### config.mk
export PLATFORM = sky130hd
export DESIGN_NAME = tlb_lru_lookup_fill_flush_unit
export DESIGN_NICKNAME = d
export VERILOG_FILES = /design/src/design/tlbl_pkg.sv /design/src/design/tlbl_ram.sv /design/src/design/tlbl_ctrl.sv /design/src/design/tlbl_datapath.sv /design/src/design/tlb_lru_lookup_fill_flush_unit.sv
export SDC_FILE = /design/constraint.sdc
export NUM_CORES = 2
export LEC_CHECK = 0
export ABC_CLOCK_PERIOD_IN_PS = 15990
export BUFFER_PORTS_ARGS = -buffer_cell sky130_fd_sc_hd__buf_2
export CORE_MARGIN = 2
export CORE_UTILIZATION = 65
export CTS_CLUSTER_SIZE = 24
export DETAILED_ROUTE_END_ITERATION = 7
export PLACE_DENSITY = 0.79
export SKIP_CTS_REPAIR_TIMING = 1
export SLEW_MARGIN = 10
export SYNTH_ARGS = -nofsm -noshare
export SYNTH_HDL_FRONTEND = slang
export SYNTH_SLANG_ARGS = --single-unit
### constraint.sdc
create_clock -name clk_i -period 15.99 [get_ports clk_i]
set_clock_uncertainty 0.15 [all_clocks]
set_input_delay 1.599 -clock clk_i [delete_from_list [all_inputs] [get_ports clk_i]]
set_output_delay 1.599 -clock clk_i [all_outputs]
set_load 0.01 [all_outputs]
### src/design/tlbl_pkg.sv
// shared types and constants for the translation buffer
`timescale 1ns / 1ps
package tlbl_pkg;

  localparam int MAX_ENTRIES = 32;
  localparam int IDX_W       = (MAX_ENTRIES > 1) ? $clog2(MAX_ENTRIES) : 1;
  localparam int CNT_W       = $clog2(MAX_ENTRIES + 1);
  localparam int CFG_W       = 6;
  localparam int CAP_W       = (CNT_W > CFG_W) ? CNT_W : CFG_W;
  localparam int RM_W        = 6;
  localparam int PID_W       = 16;
  localparam int PAGE_W      = 16;
  localparam int FRAME_W     = 16;
  localparam int STAMP_W     = 32;

  localparam logic [CFG_W-1:0] CFG_RESET = CFG_W'(32);

  typedef enum logic [1:0] {
    OP_LOOKUP = 2'd0,
    OP_FILL   = 2'd1,
    OP_FLUSH  = 2'd2,
    OP_NOP    = 2'd3
  } op_e;

  typedef struct packed {
    op_e                opcode;
    logic [PID_W-1:0]   pid;
    logic [PAGE_W-1:0]  page;
    logic [FRAME_W-1:0] fill_frame;
  } tlbl_in_t;

  typedef struct packed {
    logic               hit;
    logic [FRAME_W-1:0] frame;
    logic               replaced;
    logic [RM_W-1:0]    removed_count;
  } tlbl_out_t;

  typedef struct packed {
    logic [PID_W-1:0]   pid;
    logic [PAGE_W-1:0]  page;
    logic [FRAME_W-1:0] frame;
    logic [STAMP_W-1:0] stamp;
  } entry_t;

  localparam int ENTRY_W = $bits(entry_t);

  typedef enum logic [1:0] {
    ST_IDLE,
    ST_SCAN,
    ST_TAIL,
    ST_COMMIT
  } state_e;

  // controller to datapath
  typedef struct packed {
    logic             load;
    logic             rd_en;
    logic [IDX_W-1:0] rd_addr;
    logic             commit;
  } cmd_t;

  // datapath to controller
  typedef struct packed {
    logic out_free;
  } sts_t;

endpackage

### src/design/tlbl_ram.sv
// generic single write port ram with registered read
`timescale 1ns / 1ps
module tlbl_ram #(
  parameter int WIDTH = 8,
  parameter int DEPTH = 32
) (
  input  logic                                       clk_i,
  input  logic                                       we_i,
  input  logic [((DEPTH > 1) ? $clog2(DEPTH) : 1)-1:0] waddr_i,
  input  logic [WIDTH-1:0]                           wdata_i,
  input  logic                                       re_i,
  input  logic [((DEPTH > 1) ? $clog2(DEPTH) : 1)-1:0] raddr_i,
  output logic [WIDTH-1:0]                           rdata_o
);

  logic [WIDTH-1:0] mem_q [DEPTH];
  logic [WIDTH-1:0] rdata_q;

  always_ff @(posedge clk_i) begin
    if (we_i) begin
      mem_q[waddr_i] <= wdata_i;
    end
    if (re_i) begin
      rdata_q <= mem_q[raddr_i];
    end
  end

  assign rdata_o = rdata_q;

endmodule

### src/design/tlbl_ctrl.sv
// sequencer for the entry scan and the update step
`timescale 1ns / 1ps
module tlbl_ctrl (
  input  logic           clk_i,
  input  logic           rst_ni,
  input  logic           in_valid_i,
  output logic           in_ready_o,
  output tlbl_pkg::cmd_t cmd_o,
  input  tlbl_pkg::sts_t sts_i
);
  import tlbl_pkg::*;

  state_e           state_q, state_d;
  logic [IDX_W-1:0] idx_q, idx_d;

  always_ff @(posedge clk_i or negedge rst_ni) begin
    if (!rst_ni) begin
      state_q <= ST_IDLE;
      idx_q   <= '0;
    end else begin
      state_q <= state_d;
      idx_q   <= idx_d;
    end
  end

  // next state
  always_comb begin
    state_d = state_q;
    idx_d   = idx_q;
    unique case (state_q)
      ST_IDLE: begin
        idx_d = '0;
        if (in_valid_i) begin
          state_d = ST_SCAN;
        end
      end
      ST_SCAN: begin
        if (idx_q == IDX_W'(MAX_ENTRIES - 1)) begin
          state_d = ST_TAIL;
        end else begin
          idx_d = idx_q + 1'b1;
        end
      end
      ST_TAIL: state_d = ST_COMMIT;
      ST_COMMIT: begin
        if (sts_i.out_free) begin
          state_d = ST_IDLE;
        end
      end
      default: state_d = ST_IDLE;
    endcase
  end

  // outputs
  always_comb begin
    in_ready_o    = 1'b0;
    cmd_o         = '0;
    cmd_o.rd_addr = idx_q;
    unique case (state_q)
      ST_IDLE: begin
        in_ready_o = 1'b1;
        cmd_o.load = in_valid_i;
      end
      ST_SCAN:   cmd_o.rd_en  = 1'b1;
      ST_TAIL:   cmd_o        = '0;
      ST_COMMIT: cmd_o.commit = sts_i.out_free;
      default:   cmd_o        = '0;
    endcase
  end

endmodule

### src/design/tlbl_datapath.sv
// entry store, scan accumulators, update and result register
`timescale 1ns / 1ps
module tlbl_datapath (
  input  logic                   clk_i,
  input  logic                   rst_ni,
  input  tlbl_pkg::tlbl_in_t     in_data_i,
  input  logic                   cfg_we_i,
  input  logic [tlbl_pkg::CFG_W-1:0] cfg_data_i,
  input  tlbl_pkg::cmd_t         cmd_i,
  output tlbl_pkg::sts_t         sts_o,
  output logic                   out_valid_o,
  input  logic                   out_ready_i,
  output tlbl_pkg::tlbl_out_t    out_data_o
);
  import tlbl_pkg::*;

  logic [CFG_W-1:0]       cfg_q;
  logic [MAX_ENTRIES-1:0] valid_q, valid_d;
  logic [STAMP_W-1:0]     counter_q, counter_d;
  tlbl_in_t               req_q;

  // eval stage lines up with the registered ram read
  logic             ev_valid_q;
  logic [IDX_W-1:0] ev_idx_q;
  entry_t           rd_entry;

  // scan accumulators
  logic               match_q, match_d;
  logic [IDX_W-1:0]   match_idx_q, match_idx_d;
  logic [FRAME_W-1:0] match_frame_q, match_frame_d;
  logic [CNT_W-1:0]   vcnt_q, vcnt_d;
  logic               free_q, free_d;
  logic [IDX_W-1:0]   free_idx_q, free_idx_d;
  logic               old_q, old_d;
  logic [IDX_W-1:0]   old_idx_q, old_idx_d;
  logic [STAMP_W-1:0] old_age_q, old_age_d;
  logic [RM_W-1:0]    rm_q, rm_d;

  logic               out_valid_q;
  tlbl_out_t          out_q, out_d;

  logic               ram_we;
  logic [IDX_W-1:0]   ram_waddr;
  entry_t             ram_wdata;
  logic [CAP_W-1:0]   cap;
  logic               ent_v;
  logic [STAMP_W-1:0] age;

  tlbl_ram #(
    .WIDTH (ENTRY_W),
    .DEPTH (MAX_ENTRIES)
  ) u_ram (
    .clk_i   (clk_i),
    .we_i    (ram_we),
    .waddr_i (ram_waddr),
    .wdata_i (ram_wdata),
    .re_i    (cmd_i.rd_en),
    .raddr_i (cmd_i.rd_addr),
    .rdata_o (rd_entry)
  );

  assign cap = (CAP_W'(cfg_q) > CAP_W'(MAX_ENTRIES)) ? CAP_W'(MAX_ENTRIES) : CAP_W'(cfg_q);
  assign ent_v = ev_valid_q & valid_q[ev_idx_q];
  assign age   = counter_q - rd_entry.stamp;

  // scan evaluation
  always_comb begin
    match_d       = match_q;
    match_idx_d   = match_idx_q;
    match_frame_d = match_frame_q;
    vcnt_d        = vcnt_q;
    free_d        = free_q;
    free_idx_d    = free_idx_q;
    old_d         = old_q;
    old_idx_d     = old_idx_q;
    old_age_d     = old_age_q;
    rm_d          = rm_q;
    if (cmd_i.load) begin
      match_d = 1'b0;
      vcnt_d  = '0;
      free_d  = 1'b0;
      old_d   = 1'b0;
      rm_d    = '0;
    end else if (ev_valid_q) begin
      if (ent_v) begin
        vcnt_d = vcnt_q + 1'b1;
        if (!match_q && rd_entry.pid == req_q.pid && rd_entry.page == req_q.page) begin
          match_d       = 1'b1;
          match_idx_d   = ev_idx_q;
          match_frame_d = rd_entry.frame;
        end
        if (!old_q || age > old_age_q) begin
          old_d     = 1'b1;
          old_idx_d = ev_idx_q;
          old_age_d = age;
        end
        if (req_q.opcode == OP_FLUSH && rd_entry.pid == req_q.pid) begin
          rm_d = rm_q + 1'b1;
        end
      end else if (!free_q) begin
        free_d     = 1'b1;
        free_idx_d = ev_idx_q;
      end
    end
  end

  // update step and result
  always_comb begin
    valid_d   = valid_q;
    counter_d = counter_q;
    ram_we    = 1'b0;
    ram_waddr = match_idx_q;
    ram_wdata = '{pid: req_q.pid, page: req_q.page, frame: req_q.fill_frame,
                  stamp: counter_q};
    out_d     = '0;
    // flush clears entries as the scan passes them
    if (ent_v && req_q.opcode == OP_FLUSH && rd_entry.pid == req_q.pid) begin
      valid_d[ev_idx_q] = 1'b0;
    end
    if (cmd_i.commit) begin
      unique case (req_q.opcode)
        OP_LOOKUP: begin
          if (cap != '0 && match_q) begin
            ram_we          = 1'b1;
            ram_wdata.frame = match_frame_q;
            counter_d       = counter_q + 1'b1;
            out_d.hit       = 1'b1;
            out_d.frame     = match_frame_q;
          end
        end
        OP_FILL: begin
          if (cap != '0) begin
            ram_we    = 1'b1;
            counter_d = counter_q + 1'b1;
            priority if (match_q) begin
              ram_waddr = match_idx_q;
            end else if (CAP_W'(vcnt_q) < cap && free_q) begin
              ram_waddr = free_idx_q;
            end else begin
              // evict the oldest stamp, slot zero when nothing is valid
              ram_waddr      = old_q ? old_idx_q : '0;
              out_d.replaced = 1'b1;
            end
            valid_d[ram_waddr] = 1'b1;
          end
        end
        OP_FLUSH: out_d.removed_count = rm_q;
        OP_NOP:   out_d = '0;
        default:  out_d = '0;
      endcase
    end
  end

  always_ff @(posedge clk_i or negedge rst_ni) begin
    if (!rst_ni) begin
      cfg_q       <= CFG_RESET;
      valid_q     <= '0;
      counter_q   <= '0;
      ev_valid_q  <= 1'b0;
      out_valid_q <= 1'b0;
    end else begin
      if (cfg_we_i) begin
        cfg_q <= cfg_data_i;
      end
      valid_q    <= valid_d;
      counter_q  <= counter_d;
      ev_valid_q <= cmd_i.rd_en;
      if (cmd_i.commit) begin
        out_valid_q <= 1'b1;
      end else if (out_ready_i) begin
        out_valid_q <= 1'b0;
      end
    end
  end

  always_ff @(posedge clk_i) begin
    ev_idx_q      <= cmd_i.rd_addr;
    match_q       <= match_d;
    match_idx_q   <= match_idx_d;
    match_frame_q <= match_frame_d;
    vcnt_q        <= vcnt_d;
    free_q        <= free_d;
    free_idx_q    <= free_idx_d;
    old_q         <= old_d;
    old_idx_q     <= old_idx_d;
    old_age_q     <= old_age_d;
    rm_q          <= rm_d;
    if (cmd_i.load) begin
      req_q <= in_data_i;
    end
    if (cmd_i.commit) begin
      out_q <= out_d;
    end
  end

  assign sts_o.out_free = !out_valid_q || out_ready_i;
  assign out_valid_o    = out_valid_q;
  assign out_data_o     = out_q;

endmodule

### src/design/tlb_lru_lookup_fill_flush_unit.sv
// top level of the fully associative translation buffer with lru replacement
//
//   channel | signals                              | direction | beat
//   --------+--------------------------------------+-----------+---------------------
//   request | in_valid_i, in_ready_o, in_data_i    | in        | op, pid, page, frame
//   result  | out_valid_o, out_ready_i, out_data_o | out       | hit, frame, evict, count
//   config  | cfg_we_i, cfg_data_i                 | in        | entries_in_use
//
// each request passes through an accept step, a scan that streams all 32
// entries out of the single read port of the entry ram, a step to fold in
// the last read and an update step that writes the chosen entry
// reset empties the buffer, zeroes the use counter and sets entries_in_use to 32
// a result waits in the output register; a new request is taken meanwhile and
// its update cycle holds until the waiting result beat has gone
`timescale 1ns / 1ps
module tlb_lru_lookup_fill_flush_unit (
  input  logic                       clk_i,
  input  logic                       rst_ni,
  // request channel
  input  logic                       in_valid_i,
  output logic                       in_ready_o,
  input  tlbl_pkg::tlbl_in_t         in_data_i,
  // result channel
  output logic                       out_valid_o,
  input  logic                       out_ready_i,
  output tlbl_pkg::tlbl_out_t        out_data_o,
  // configuration write
  input  logic                       cfg_we_i,
  input  logic [tlbl_pkg::CFG_W-1:0] cfg_data_i
);
  import tlbl_pkg::*;

  cmd_t cmd;
  sts_t sts;

  // sequencer: walks the entry index and fires the update step
  tlbl_ctrl u_ctrl (
    .clk_i      (clk_i),
    .rst_ni     (rst_ni),
    .in_valid_i (in_valid_i),
    .in_ready_o (in_ready_o),
    .cmd_o      (cmd),
    .sts_i      (sts)
  );

  // entry store, match / free / oldest search and result register
  tlbl_datapath u_dp (
    .clk_i       (clk_i),
    .rst_ni      (rst_ni),
    .in_data_i   (in_data_i),
    .cfg_we_i    (cfg_we_i),
    .cfg_data_i  (cfg_data_i),
    .cmd_i       (cmd),
    .sts_o       (sts),
    .out_valid_o (out_valid_o),
    .out_ready_i (out_ready_i),
    .out_data_o  (out_data_o)
  );

endmodule

# Word level (Yosys, flattened, before mapping)
# Memories as Yosys holds them, arrays and structs flattened. A register that Yosys moved wholly into a read port is not among the register bits.
# Index checks and enable logic that the tools add are counted.
[word_totals]
ff_bits = 236
latchBits = 0
ramBits = 2560
romBits = 0
in_bits = 61
wordCells = 142
memories = 1
[op_classes]
addsub = 5
n_mul = 0
div_mod_pow = 0
order_cmp = 7
eq_ne = 14
n_shift = 0
muxes = 47
bitwise_logic = 9
reduce_logical = 33
[memory_table]
columns = ["memory", "depth", "width", "rd", "rd_clocked_by_memory_dff", "write_ports", "line", "rtl"]
rows = [
  ["u_dp.u_ram.mem_q", 32, 80, 1, 1, 1, "tlbl_ram.sv:16", "logic [WIDTH-1:0] mem_q [DEPTH];"],
]
[ops]
columns = ["operator", "count"]
rows = [
  ["2-to-1 mux 32 bit", 6],
  ["case mux 32 bit (2 select lines)", 1],
  ["2-to-1 mux 5 bit", 11],
  ["2-to-1 mux 16 bit", 3],
  ["adder 32 x 1 -> 32 bit (second input constant)", 1],
  ["AND 32 bit", 1],
  ["== test 16 bit", 2],
  ["> comparator 32 bit", 1],
  ["NOT 32 bit", 1],
  ["bitwise OR 32 bit", 1],
  ["subtractor 32 bit", 1],
  ["2-to-1 mux 17 bit", 1],
  ["AND reduction 4 bit", 4],
  ["2-to-1 mux 1 bit", 15],
  ["adder 6 x 1 -> 6 bit (second input constant)", 2],
  ["< comparator 5 x 6 -> 1 bit (second input constant)", 2],
  ["AND reduction 3 bit", 4],
  ["demux 1 bit (select 5 bit)", 2],
  ["greater-or-equal comparator 5 x 1 -> 1 bit (second input constant)", 2],
  ["case mux 5 bit (2 select lines)", 1],
  ["logical AND 1 bit", 9],
  ["inequality test 2 x 1 -> 1 bit (second input constant)", 4],
  ["case mux 2 bit (4 select lines)", 1],
  ["AND reduction 2 bit", 4],
  ["19 further kinds", 35],
]

# Depth between registers and ports, before layout
[depth]
ltp_word = 17
depth_mapped = 22
depth_no_buf = 22

# Modules after synthesis
# From an unflattened synthesis, not the netlist that was laid out.
[unflattened]
hier_cells = 5796
hier_area_um2 = 112256.4
[by_module_without_submodules]
columns = ["module", "instances", "cells_each", "area_per_inst_um2", "seq_area_each_um2"]
rows = [
  ["tlbl_ram", 1, 4683, 99704.4, 79276.0],
  ["tlbl_datapath", 1, 1067, 12054.1, 6317.3],
  ["tlbl_ctrl", 1, 46, 498.0, 175.2],
]

# Worst setup path before layout
# No wires, ideal clock.
[synth_timing]
kind = "input-to-reg"
start = "in out_ready_i"
end = "mem u_dp.u_ram.mem_q[1][0] (netlist bit) (enable)"
t_arrival_ps = 6600
required_time_ps = 15321
path_slack_ps = 8721
stages = 8
path_buffers = 2
cell_sequence = "nand2b_1 > nand2_1 > or3_1 > buf_2 > mux2_2 > or3b_2 > buf_2 > nor2_1"
[synth_between]
elab_chain_cells = 5
word_cells_on_any_way = 6
classes_between = "mux (5); reduce/logical (1)"
[synth_lines]
columns = ["element", "line", "rtl"]
rows = [
  ["start, declared", "tlb_lru_lookup_fill_flush_unit.sv:25", "input logic out_ready_i,"],
  ["logical OR 1 bit (*)", "tlbl_datapath.sv:196", "assign sts_o.out_free = !out_valid_q || out_ready_i;"],
  ["2-to-1 mux 1 bit (*)", "tlbl_ctrl.sv:59", "unique case (state_q)"],
  ["2-to-1 mux 1 bit", "tlbl_datapath.sv:120", "if (cmd_i.commit) begin"],
  ["2-to-1 mux 1 bit", "tlbl_ram.sv:20", "if (we_i) begin"],
  ["2-to-1 mux 1 bit (implied by the code)", "tlbl_ram.sv:21", "mem_q[waddr_i] <= wdata_i;"],
  ["end, declared", "tlbl_ram.sv:16", ""],
]
# Every way passes the cells marked *; elsewhere a longest branch is shown, timed or not.

# Final worst setup path
[layout_timing]
start = "reg u_dp.counter_q[5]"
end = "reg u_dp.old_idx_q[4] (enable)"
[layout_between]
elab_chain_cells = 4
[layout_lines]
columns = ["element", "line", "rtl"]
rows = [
  ["start, declared", "tlbl_datapath.sv:19", "logic [STAMP_W-1:0] counter_q, counter_d;"],
  ["start signal, assigned", "tlbl_datapath.sv:166", "counter_q <= counter_d;"],
  ["subtractor 32 bit", "tlbl_datapath.sv:64", "assign age = counter_q - rd_entry.stamp;"],
  ["net u_dp.age[31]", "tlbl_datapath.sv:47", "logic [STAMP_W-1:0] age;"],
  ["> comparator 32 bit", "tlbl_datapath.sv:92", "if (!old_q || age > old_age_q) begin"],
  ["logical OR 1 bit", "tlbl_datapath.sv:92", ""],
  ["AND reduction 4 bit (no source line)", "n/a", ""],
  ["end signal, assigned", "tlbl_datapath.sv:185", "old_idx_q <= old_idx_d;"],
  ["end, declared", "tlbl_datapath.sv:35", "logic [IDX_W-1:0] old_idx_q, old_idx_d;"],
]
# The timed path passes the listed nets, and every way through them passes these cells.
# A chain may end at the register's enable or synchronous reset.

==> run metrics <==
status completed; hold crit path type register to register; switching share of total power 28.8%; Fmax about 0.15 GHz; final setup fails 0; Rel. slew slack roughly 16%; switching power of the nets 5.91 mW; library cells used by synthesis 73; Commonest cells post-synth edfxtp_1 (2777), mux4_2 (686), nand2_1 (306), clkbuf_1 (184), o21ai_0 (151); Clock Tree Root clkbuf_16; Clock transition at path regs 70 ps; Final Hold Vio Count 0; LEAKAGE 39.3 nW; Worst EP arrival 7200 ps; Clock Tree Buf Depth 4; Syn Inst Count 5256; fin area 124000 um2; clock share of power 31.8%; Comb pwr share 24.0%; number of synthesis warnings 0; Final Util 72.9%; die area 175000 um2; I/O Buffers 86; io pins between 80 and 90; CTS Buf Count 291; power per cell area 165 nW/um2; die width 418 um; CP Launch Type register; first-pass GRT wire length between 400000 and 500000 um; Post-DRT Antenna Nets 0; DRT iter0 DRCs 10200; required time of the critical path 16370 ps; worst-margin pin slew 1260 ps; H-tree levels 5; Syn Nets 5395; # fillers about 9000; Critical Path End Type register; number of synthesized register bits 2876; vias per cell 7.39; Tcrit/Tclk final 42.6%; Seq pwr share 44.2%; drt drc 0; Worst Hold Path Cells 0; CTS tree yes; Area growth syn-to-layout 11.2%; Setup CP Type register to register; Max Cap Viol 0; Site Rows 151; CORE AREA 170000 um2; Setup TNS Final 0 ps; top cells by area, synth edfxtp_1 (75%), mux4_2 (14%), dfrtp_1 (1.8%); DR vias around 59000; syn avg cell area 21.2 um2; Synth area leader edfxtp_1; number of clock sinks between 2000 and 3000; worst vdd ir 0.152 mV; Post-synth EDFFs around 2800; grt ovf 0; Synth Flop Type edfxtp_1; most frequent cell after synthesis edfxtp_1; P_int 14.6 mW; Chip Height 418 um; Tmin final 6820 ps; HPWL Detailed 142000 um; Skew-Pair Late Insertion Delay ~960 ps; cells on worst reg2reg path 19; final net count around 5700; vias in the first global route 59700; gpl congestion 0.887; Slew Limit Fails 0; initial antenna violation count 8; Post-DP Area 115000 um2; Routed WL between 200000 and 300000 um; Starting Density between 60% and 70%; share of the synthesized area in the top cell type 74.8%; asr flop ratio synth 2.75%; largest net degree at the start of global routing 130; crit-path max FO 37; layout cells sized above 1 between 20% and 30%; Avg WL per Cell between 30 and 40 um; setup repair after global routing missed its margin false; GRT Util Overall 34.4%; Pre-antenna DRT Iters 8; Netlist Area Pre-Place 111000 um2; sequential area share after synthesis around 77%
-- cell usage in the layout (no fill, tap or decap), drive strengths merged, types with 27 or more instances in the layout --
| cell | count |
|---|---|
| buf | 231 |
| o221ai | 98 |
| and2 | 27 |
| dfrtp | 78 |
| ha | 77 |
| xor2 | 35 |
| inv | 93 |
| nand4 | 29 |
| a21o | 29 |
| o22ai | 118 |
| nand2 | 306 |
| clkinv | 109 |
| mux2i | 51 |
| xnor2 | 64 |
| edfxtp | 2777 |
| mux4 | 692 |
| nor2 | 88 |
| clkbuf | 346 |
| a21oi | 37 |
| nand3 | 29 |
| o21ai | 151 |
-- state kept, by name, indices dropped and copies added (netlist names), 16 cells and up --
register	cells
u_dp.u_ram.mem_q	2560
u_dp.ram_wdata	32
u_dp.out_data_o	24
u_dp.counter_q	32
u_dp.match_frame_q	16
u_dp.old_age_q	32
u_dp.req_q	18
u_dp.u_ram.rdata_o	80
u_dp.valid_q	32
-- per-stage QoR --
step	worst slack, ps	cells	hold slack (ps)	power, mW
final	9170	7925	271	20.5
after global routing	8710	7923	276	21.1
after CTS	9290	7923	271	20.5
after detailed placement	9350	7437	255	13.9
after global placement	9550	7437	253	13.8
after floorplan	8720	5256	250	12.5
-- path summary, 6_finish.rpt --
check / slack, ps / from / end
min in group asynchronous: 410 / rst_ni / u_dp.cfg_q[3]
hold / removal: 270 / u_dp.u_ram.rdata_o[37] / u_dp.match_frame_q[5]
setup reg to reg: 9170 / u_dp.counter_q[5] / u_dp.old_idx_q[4]
max in group asynchronous: 14030 / rst_ni / u_dp.counter_q[24]
setup / recovery: 9170 / u_dp.counter_q[5] / u_dp.old_idx_q[4]
hold reg to reg: 270 / u_dp.u_ram.rdata_o[37] / u_dp.match_frame_q[5]
-- routing by layer --
| metal | global-route usage, % | share of wire (%) | up-vias |
|---|---|---|---|
| met1 | 47.1 | 34 | 30100 |
| li1 | - | - | 22400 |
| met3 | 8.43 | 13 | 914 |
| met4 | 14.6 | 4.6 | 6 |
| met2 | 54.0 | 48 | 5246 |
| met5 | 0 | 0.015 | - |
-- power by group through the flow --
| stage | combinational (mW) | sequential [mW] | clock, mW |
|---|---|---|---|
| floorplan | 3.39 | 9.11 | 0 |
| detailed placement | 4.72 | 9.20 | 0 |
| global route | 5.17 | 9.09 | 6.80 |
| CTS | 4.89 | 9.05 | 6.55 |
| finish | 4.91 | 9.06 | 6.53 |
| global placement | 4.63 | 9.19 | 0 |
-- worst max-delay path, stage by stage (launching register included) --
cell	delay, ps
dfrtp_1	1120
ha_1	450
o21ai_0	300
a21o_1	190
a21oi_1	80
a31oi_1	460
a211oi_1	220
o41ai_2	470
o21ai_0	210
a21boi_0	210
a2bb2oi_1	280
ha_1	190
nand4_1	130
nor2_1	160
nand2_1	100
nor3_1	390
nand2_1	110
o2111ai_1	100
a31oi_1	100
a21oi_4	990
-- logic make-up (layout without fill, tap and decap cells) --
group | Yosys count | after routing | synth area share, %
AOI/OAI and AO/OA | 501 | 501 | 2.98
xor gates and xnor gates | 99 | 99 | 0.778
adders and majority gates | 78 | 78 | 0.883
buffers and inverters | 359 | 808 | 1.29
DFF | 2876 | 2876 | 77.0
muxes | 769 | 769 | 14.7
other | 0 | 2 | 0
and+or+nand+nor | 574 | 574 | 2.36
-- layout make-up --
class | count | area, um2 | area share (%)
diodes | 2 | 5.00 | 0.00404
multi-input cells | 2021 | 24500 | 19.8
repair buffers | 231 | 1560 | 1.26
clock inverters | 140 | 1160 | 0.940
flip-flops and latches | 2876 | 85800 | 69.2
well taps | 2218 | 2780 | 2.24
clock buffers | 346 | 7700 | 6.22
inverters | 91 | 364 | 0.294
Note: power is estimated with default switching activity, not from simulation.
